[src/hdl/tlfr_pkg.sv]
// Shared constants and types for the two-length frame receiver.
// Used by tlfr_frame_ctl and two_length_frame_receiver; no dependencies.
package tlfr_pkg;

  localparam int LONG_PAYLOAD  = 5;
  localparam int SHORT_PAYLOAD = 3;

  localparam int POS_W  = $clog2(LONG_PAYLOAD + 3);
  localparam int ADDR_W = (LONG_PAYLOAD > 1) ? $clog2(LONG_PAYLOAD) : 1;

  localparam logic [7:0] START_MARK     = 8'hAA;
  localparam logic [7:0] LONG_END_MARK  = 8'hBB;
  localparam logic [7:0] SHORT_END_MARK = 8'hCC;

  localparam logic KIND_LONG  = 1'b0;
  localparam logic KIND_SHORT = 1'b1;

  localparam logic [POS_W-1:0] POS_IDLE        = '0;
  localparam logic [POS_W-1:0] POS_FIRST       = POS_W'(1);
  localparam logic [POS_W-1:0] POS_LAST_STORE  = POS_W'(LONG_PAYLOAD);
  localparam logic [POS_W-1:0] POS_SHORT_END   = POS_W'(SHORT_PAYLOAD + 2);
  localparam logic [POS_W-1:0] POS_LONG_END    = POS_W'(LONG_PAYLOAD + 2);

  localparam logic [ADDR_W-1:0] SHORT_END_ADDR = ADDR_W'(SHORT_PAYLOAD - 1);
  localparam logic [ADDR_W-1:0] LONG_END_ADDR  = ADDR_W'(LONG_PAYLOAD - 1);

  typedef struct packed {
    logic              start;
    logic              kind;
    logic [ADDR_W-1:0] end_addr;
  } emit_t;

endpackage

[src/hdl/tlfr_frame_ctl.sv]
// Frame position tracker: hunts the start mark, addresses payload writes and
// decides when a short or long frame completes. Depends on tlfr_pkg.
module tlfr_frame_ctl (
  input  logic                       clk,
  input  logic                       rst,
  input  logic                       accept,
  input  logic [7:0]                 rx_byte,
  output logic                       wr_en,
  output logic [tlfr_pkg::ADDR_W-1:0] wr_addr,
  output tlfr_pkg::emit_t            emit
);
  import tlfr_pkg::*;

  logic [POS_W-1:0] pos;
  logic [POS_W-1:0] pos_next;
  logic [POS_W-1:0] pos_inc;
  logic [POS_W-1:0] pos_dec;

  assign pos_inc = pos + POS_W'(1);
  assign pos_dec = pos - POS_W'(1);
  assign wr_addr = pos_dec[ADDR_W-1:0];

  always_comb begin
    pos_next      = pos;
    wr_en         = 1'b0;
    emit.start    = 1'b0;
    emit.kind     = KIND_LONG;
    emit.end_addr = LONG_END_ADDR;
    if (accept) begin
      if (pos == POS_IDLE) begin
        if (rx_byte == START_MARK) begin
          pos_next = POS_FIRST;
        end
      end else begin
        wr_en = (pos <= POS_LAST_STORE);
        priority if (pos_inc == POS_SHORT_END && rx_byte == SHORT_END_MARK) begin
          pos_next      = POS_IDLE;
          emit.start    = 1'b1;
          emit.kind     = KIND_SHORT;
          emit.end_addr = SHORT_END_ADDR;
        end else if (pos_inc >= POS_LONG_END) begin
          pos_next   = POS_IDLE;
          emit.start = (rx_byte == LONG_END_MARK);
        end else begin
          pos_next = pos_inc;
        end
      end
    end
  end

  always_ff @(posedge clk) begin
    if (rst) begin
      pos <= POS_IDLE;
    end else begin
      pos <= pos_next;
    end
  end

endmodule

[src/hdl/two_length_frame_receiver.sv]
// Top level of the two-length frame receiver: payload memory, unload
// sequencer and output register. Depends on tlfr_pkg and tlfr_frame_ctl.
//
//   port group  dir  payload                         transaction
//   s_*         in   tdata = rx_byte                 s_tvalid && s_tready
//   m_*         out  tdata = payload_byte,           m_tvalid && m_tready
//                    tuser = frame_kind, tlast = last_byte
//
// One received byte per cycle while collecting.
// A completed frame unloads from the payload memory one byte at a time: each read
// reaches mem_q, then the output register, before the next read issues; s_tready is
// low from the cycle after the terminator through the cycle after the last read.
// rst clears the frame position and the unload control; memory is not cleared.
// A stalled m_tready holds the output register and pauses the unload.
module two_length_frame_receiver (
  input  logic       clk,
  input  logic       rst,
  input  logic       s_tvalid,
  output logic       s_tready,
  input  logic [7:0] s_tdata,   // [7:0] rx_byte
  output logic       m_tvalid,
  input  logic       m_tready,
  output logic [7:0] m_tdata,   // [7:0] payload_byte
  output logic       m_tuser,   // [0] frame_kind
  output logic       m_tlast
);
  import tlfr_pkg::*;

  logic              accept;
  logic              wr_en;
  logic [ADDR_W-1:0] wr_addr;
  emit_t             emit;

  logic [7:0]        mem [LONG_PAYLOAD];
  logic [7:0]        mem_q;

  logic              draining;
  logic              rd_pend;
  logic              pend_last;
  logic              kind;
  logic [ADDR_W-1:0] rd_addr;
  logic [ADDR_W-1:0] end_addr;
  logic              issue;

  assign s_tready = !draining && !rd_pend;
  assign accept   = s_tvalid && s_tready;
  assign issue    = draining && !rd_pend && (!m_tvalid || m_tready);

  tlfr_frame_ctl u_ctl (
    .clk     (clk),
    .rst     (rst),
    .accept  (accept),
    .rx_byte (s_tdata),
    .wr_en   (wr_en),
    .wr_addr (wr_addr),
    .emit    (emit)
  );

  always_ff @(posedge clk) begin
    if (wr_en) begin
      mem[wr_addr] <= s_tdata;
    end
    if (issue) begin
      mem_q     <= mem[rd_addr];
      pend_last <= (rd_addr == end_addr);
    end
  end

  always_ff @(posedge clk) begin
    if (rst) begin
      draining <= 1'b0;
      rd_pend  <= 1'b0;
      m_tvalid <= 1'b0;
    end else begin
      if (emit.start) begin
        draining <= 1'b1;
      end else if (issue && rd_addr == end_addr) begin
        draining <= 1'b0;
      end
      rd_pend <= issue;
      if (rd_pend) begin
        m_tvalid <= 1'b1;
      end else if (m_tready) begin
        m_tvalid <= 1'b0;
      end
    end
  end

  always_ff @(posedge clk) begin
    if (emit.start) begin
      rd_addr  <= '0;
      end_addr <= emit.end_addr;
      kind     <= emit.kind;
    end else if (issue) begin
      rd_addr <= rd_addr + ADDR_W'(1);
    end
    if (rd_pend) begin
      m_tdata <= mem_q;
      m_tuser <= kind;
      m_tlast <= pend_last;
    end
  end

  a_emit_starts: assert property (@(posedge clk) disable iff (rst)
    emit.start |=> draining && rd_addr == '0)
    else $error("unload did not start at entry zero");

  a_read_lands: assert property (@(posedge clk) disable iff (rst)
    rd_pend |=> m_tvalid && m_tdata == $past(mem_q))
    else $error("read data did not reach the output register");

  a_last_ends: assert property (@(posedge clk) disable iff (rst)
    rd_pend && pend_last |-> !draining)
    else $error("unload still active after last read");

  a_no_write_in_unload: assert property (@(posedge clk) disable iff (rst)
    (draining || rd_pend) |-> !wr_en)
    else $error("payload write during unload");

endmodule

[config.mk]
export PLATFORM = sky130hd
export DESIGN_NAME = two_length_frame_receiver
export DESIGN_NICKNAME = d
export VERILOG_FILES = /design/src/hdl/tlfr_pkg.sv /design/src/hdl/tlfr_frame_ctl.sv /design/src/hdl/two_length_frame_receiver.sv
export SDC_FILE = /design/constraint.sdc
export NUM_CORES = 1
export LEC_CHECK = 0
export ABC_AREA = 1
export BUFFER_PORTS_ARGS = -buffer_cell sky130_fd_sc_hd__buf_2
export CORE_ASPECT_RATIO = 0.6
export CORE_MARGIN = 8
export CORE_UTILIZATION = 35
export CTS_CLUSTER_DIAMETER = 80
export DETAILED_ROUTE_END_ITERATION = 6
export HOLD_SLACK_MARGIN = 0.08
export PLACE_DENSITY = 0.55
export SKIP_LAST_GASP = 1
export SLEW_MARGIN = 15
export SYNTH_ARGS = -nofsm -noshare
export SYNTH_HDL_FRONTEND = slang
export SYNTH_HIERARCHICAL = 1
export SYNTH_SLANG_ARGS = --single-unit
[constraint.sdc]
create_clock -name clk -period 3 [get_ports clk]
set_clock_uncertainty 0.15 [all_clocks]
set_input_delay 0.15 -clock clk [delete_from_list [all_inputs] [get_ports clk]]
set_output_delay 0.15 -clock clk [all_outputs]
set_load 0.02 [all_outputs]
# ---- After elaboration in Yosys (flattened, before gate mapping)
# Memories as Yosys holds them, arrays and structs flattened. A register that Yosys moved wholly into a read port is not among the register bits.
# Index checks and enable logic that the tools add are counted.
# W data, S select, Z words.
dict set report classes {
  n_addsub 3
  mul 0
  n_div 0
  n_lt_le_gt_ge 2
  n_eq_ne 6
  n_shift 0
  muxes 17
  bitwise 1
  reduce_logical 15
}
# cell count
set ops {}
lappend ops {{$eq A8 B8 Y1 const B} 3}
lappend ops {{$mux W3} 4}
lappend ops {{$mux W1} 10}
lappend ops {{$mux W5} 2}
lappend ops {{$add A3 B1 Y3 const B} 2}
lappend ops {{$logic_and A1 B1 Y1} 6}
lappend ops {{$mux W4} 1}
lappend ops {{$reduce_bool A2 Y1} 2}
lappend ops {{$eq A3 B3 Y1} 1}
lappend ops {{$eq A3 B3 Y1 const B} 1}
lappend ops {{$ge A3 B3 Y1 const B} 1}
lappend ops {{$le A3 B3 Y1 const B} 1}
lappend ops {{$logic_not A1 Y1} 3}
lappend ops {{$logic_not A3 Y1} 1}
lappend ops {{$sub A3 B1 Y3 const B} 1}
lappend ops {{$ne A2 B2 Y1 const B} 1}
lappend ops {{$reduce_and A2 Y1} 1}
lappend ops {{$reduce_or A2 Y1} 1}
lappend ops {{$logic_or A1 B1 Y1} 1}
lappend ops {{$not A1 Y1} 1}
dict set report totals {
  register_bits 24
  latchBits 0
  mem_bits_rw 40
  romBits 0
  inputBits 12
  word_cells 56
  n_memories 1
}
# name depth width read_ports rd_ports_with_merged_regs write_ports line_no
set memory_table {}
lappend memory_table {mem 5 8 1 1 1 two_length_frame_receiver.sv:34} ;# logic [7:0] mem [LONG_PAYLOAD];

# ---- Depth between registers and ports, before layout
dict set report logic_depth {
  depth_word 7
  mapped_depth 11
}

# ---- Hierarchy
# The synthesis kept the hierarchy.
# mod instances cells_per_inst area_each_um2 seq_area_each_um2
set by_module_without_submodules {}
lappend by_module_without_submodules {two_length_frame_receiver 1 185 2596.2 2011.9}
lappend by_module_without_submodules {tlfr_frame_ctl 1 81 469.2 60.1}

# ---- Worst setup path before layout
# Ideal clock, no wire load.
dict set report synth_path {
  path_type {register to register}
  start {register rd_pend}
  end {memory mem[1][0], enable pin}
  setup_time_ns 0.383
  arrival_ns 1.743
  t_required_ns 2.467
  path_slack_ns 0.724
  path_stages_with_launch 6
  n_path_buf 0
  path_cell_list {dfxtp_1 > nor3b_1 > nand2_4 > nor2_1 > inv_1 > nor3_1}
}
dict set report synth_between {
  elab_chain_len 6
}
# item line_no
set synth_lines {}
lappend synth_lines {{from (decl)} two_length_frame_receiver.sv:38} ;# logic rd_pend;
lappend synth_lines {{from (signal assigned)} two_length_frame_receiver.sv:80} ;# rd_pend <= issue;
lappend synth_lines {{$logic_not A1 Y1} two_length_frame_receiver.sv:45} ;# assign s_tready = !draining && !rd_pend;
lappend synth_lines {{$logic_and A1 B1 Y1} two_length_frame_receiver.sv:45}
lappend synth_lines {{$logic_and A1 B1 Y1} two_length_frame_receiver.sv:46} ;# assign accept = s_tvalid && s_tready;
lappend synth_lines {{named net accept} two_length_frame_receiver.sv:29} ;# logic accept;
lappend synth_lines {{$mux W1} tlfr_frame_ctl.sv:29} ;# if (accept) begin
lappend synth_lines {{named net wr_en} two_length_frame_receiver.sv:30} ;# logic wr_en;
lappend synth_lines {{$mux W1} two_length_frame_receiver.sv:60} ;# if (wr_en) begin
lappend synth_lines {{$mux W1 (implied by the code)} two_length_frame_receiver.sv:61} ;# mem[wr_addr] <= s_tdata;
lappend synth_lines {{to (decl)} two_length_frame_receiver.sv:34}
# The timed path passes the listed nets, and every way through them passes these cells.

# ---- Worst setup path after layout
dict set report layout_path {
  start {register u_ctl.pos[0]}
  end {memory mem[2][1], enable pin}
}
dict set report layout_between {
  word_cells_on_any_way 7
  cone_classes {1 x add/sub; 1 x order compare; 4 x mux; 1 x reduce/logical}
}
# item line_no
set layout_rtl {}
lappend layout_rtl {{from (decl)} tlfr_frame_ctl.sv:14} ;# logic [POS_W-1:0] pos;
lappend layout_rtl {{from (signal assigned)} tlfr_frame_ctl.sv:55} ;# pos <= pos_next;
lappend layout_rtl {{$sub A3 B1 Y3} tlfr_frame_ctl.sv:20} ;# assign pos_dec = pos - POS_W'(1);
lappend layout_rtl {{named net wr_addr[0]} two_length_frame_receiver.sv:31} ;# logic [ADDR_W-1:0] wr_addr;
# The timed path passes the listed nets, and every way through them passes these cells.

==> flow_metrics.tcl <==
set metrics [dict create \
    synthTopCellsByArea "edfxtp_1 (62%), nor2_1 (6.7%), dfxtp_1 (5.9%), nand2_1 (3.8%), inv_1 (2.8%)" \
    place_ws_ns 0.712 \
    setup_ws_ns 0.688 \
    hold_depth 5 \
    grt_pass1_wl_mm 9.67 \
    grt_start_max_net_pins 20 \
    reg2reg_from "u_ctl/pos[0]" \
    fin_nets 327 \
    synth_nets 284 \
    final-hold-violation-count 0 \
    stdcell_count 426 \
    cts_inserted_buffers 9 \
    post_cts_buffers 0 \
    slew_viol_final 0 \
    worstMarginPinSlew_ns 0.917 \
    ys_ff_latch 72 \
    hp-start "m_tready" \
    routabilityCongestion 0.803 \
    hp-class "in2reg" \
    fin_crit_sh 0.771 \
    layout_commonest_cell "edfxtp_1" \
    synth.avg_cell_area_sq_um 11.5 \
    cts_sinks 72 \
    dr_total_vias 1936 \
    dieArea_sq_um 12100 \
    vias_per_cell 4.54 \
    die_height_microns 88.5 \
    grt_antenna_before_repair 0 \
    synth_area_leader_cell "edfxtp_1" \
    io_buffer_count 23 \
    ir_drop_mv 0.365 \
    first_iter_violations 144 \
    slew_headroom 0.388 \
    tns_ns 0 \
    hold_slack_ns 0.124 \
    endpoint_kind "flip-flop" \
    cts_max_level 3 \
    n_antenna_cell 0 \
    cts-root-buf "clkbuf_16" \
    grt_pass1_vias 1779 \
    setup_viol 0 \
    grt.total_usage 0.111 \
    die_x_microns 137 \
    status "finished clean" \
    final_cell_mix "edfxtp_1 (63), nor2_1 (55), nand2_1 (31), inv_1 (23), buf_2 (23)" \
    drt-total-wl_mm 6.08 \
    core_area_sq_um 8520 \
    synthDistinctLibCells 31 \
    hpwl_mm 4.20 \
    rsz0062_at_grt "false" \
    wl_per_cell_microns 14.3 \
    yosys_warnings 6 \
    overflow 0 \
    rows 26 \
    synthMuxAreaShare 0 \
    start_util 0.360 \
    design_area_sq_um 3670 \
    post_dp_cell_area_sq_um 3290 \
    fmax_ghz 0.432 \
    worstPathArrival_ns 2.13 \
    crit_required_ns 2.81 \
    synth_compound_area_frac 0.0649 \
    worstPathMaxFanout 8 \
    fillCellCount 820 \
    cp-startpoint "u_ctl/pos[0]" \
    synthAdderAreaFrac 0.0245 \
    register_area_sq_um 2070 \
    placed_cells 400 \
    syn_inst 266 \
    min_period_ns 2.31 \
    synth_top_area_frac 0.617 \
    leakage_uw 0.00140 \
    drive_above_1_share 0.194 \
    postCtsHoldBufs 10 \
    cp-start-kind "flip-flop" \
    cts_tree "built" \
    first_pass_iters 4 \
    reg2reg_depth 7 \
    final_antenna_net_count 0 \
    multiInputGateArea_sq_um 800 \
    powerDensity_nw_per_um2 700 \
    ctsResizeCount 0 \
    synth_xor_area_frac 0.00571 \
    ys_seq_area_frac 0.676 \
    netlist_area_sq_um 3070 \
    ioPinCount 24 \
    clock_latency_ns 0.34 \
    syn_to_final_growth_pct 19.6 \
    drc 0 \
    drv_cap 0 \
    synth-simple-area-share 0.164 \
    crit_type "reg2reg" \
    clk_pin_slew_ns 0.06 \
    synth_top_family_by_area "simple AND/OR/NAND/NOR gates" \
    clock_path_buffers 2 \
]
[Yosys cell counts]
library cell  number
a211oi_1           1
buf_2              1
a21oi_2            1
conb_1             1
a31oi_1            8
nand2_4            4
nand3_1            9
inv_1             23
buf_12             1
nor3b_1            2
xor2_1             1
inv_8              2
inv_2              2
nand2_2            2
nor2_1            55
edfxtp_1          63
dfxtp_1            9
or2_2              1
nand2_1           31
o21ai_0           12
nor2_2             5
clkinv_1           1
buf_6              3
o21ai_1            7
a21oi_1            6
xnor2_1            1
buf_4              2
nor3_1             4
and2_1             1
ha_1               6
o31ai_1            1
[path summary, 6_finish.rpt]
check        slack [ns]   endpoint
max reg2reg        0.69  mem[2][1]
min reg2reg        0.26    m_tuser
max                0.69  mem[2][1]
min                0.12    rd_pend
[flip-flops by register name (all words and copies together), names as in the netlist, 3 cells and up]
signal / count
mem: 40
m_tdata: 8
mem_q: 8
end_addr: 3
rd_addr: 3
u_ctl/pos: 3
[cells by family after synthesis]
| logic type | Yosys count |
|---|---|
| and+or+nand+nor | 114 |
| xor gates and xnor gates | 2 |
| DFF | 72 |
| AOI/OAI and AO/OA | 36 |
| other | 1 |
| buffers and inverters | 35 |
| adders and majority gates | 6 |
[layer usage]
layer | track usage | share of wire | up-vias
met4 | 0.0500 | 0.0087 | 0
met1 | 0.157 | 0.50 | 891
li1 | - | - | 988
met2 | 0.137 | 0.40 | 49
met3 | 0.0516 | 0.088 | 8
met5 | 0 | 0 | -
[stage by stage]
step / util / total power (uW)
after floorplan: - / 1510
after global placement: 0.386 / 1600
after detailed placement: 0.386 / 1600
after CTS: 0.430 / 2590
after global routing: 0.430 / 2700
final: 0.430 / 2560
[layout make-up]
type,instances,area share
sequential,72,0.565
multi-input combinational,159,0.218
timing repair buffer,39,0.0710
clock buffer,10,0.0625
tap,112,0.0382
inverter,28,0.0328
clock inverter,6,0.0123
[where the power goes]
| part | internal [uW] | switching (uW) |
|---|---|---|
| Combinational | 146 | 279 |
| Sequential | 1140 | 33.2 |
| Clock | 561 | 408 |
| Total | 1840 | 721 |
[worst max-delay path: stages (launching register included)]
cell	delay (ns)
dfxtp_1	0.38
inv_1	0.15
ha_1	0.27
nand2_4	0.10
nand2_4	0.07
nor2_1	0.17
nand2_1	0.11
nor2_1	0.55
(Power assumes the default switching activity.)
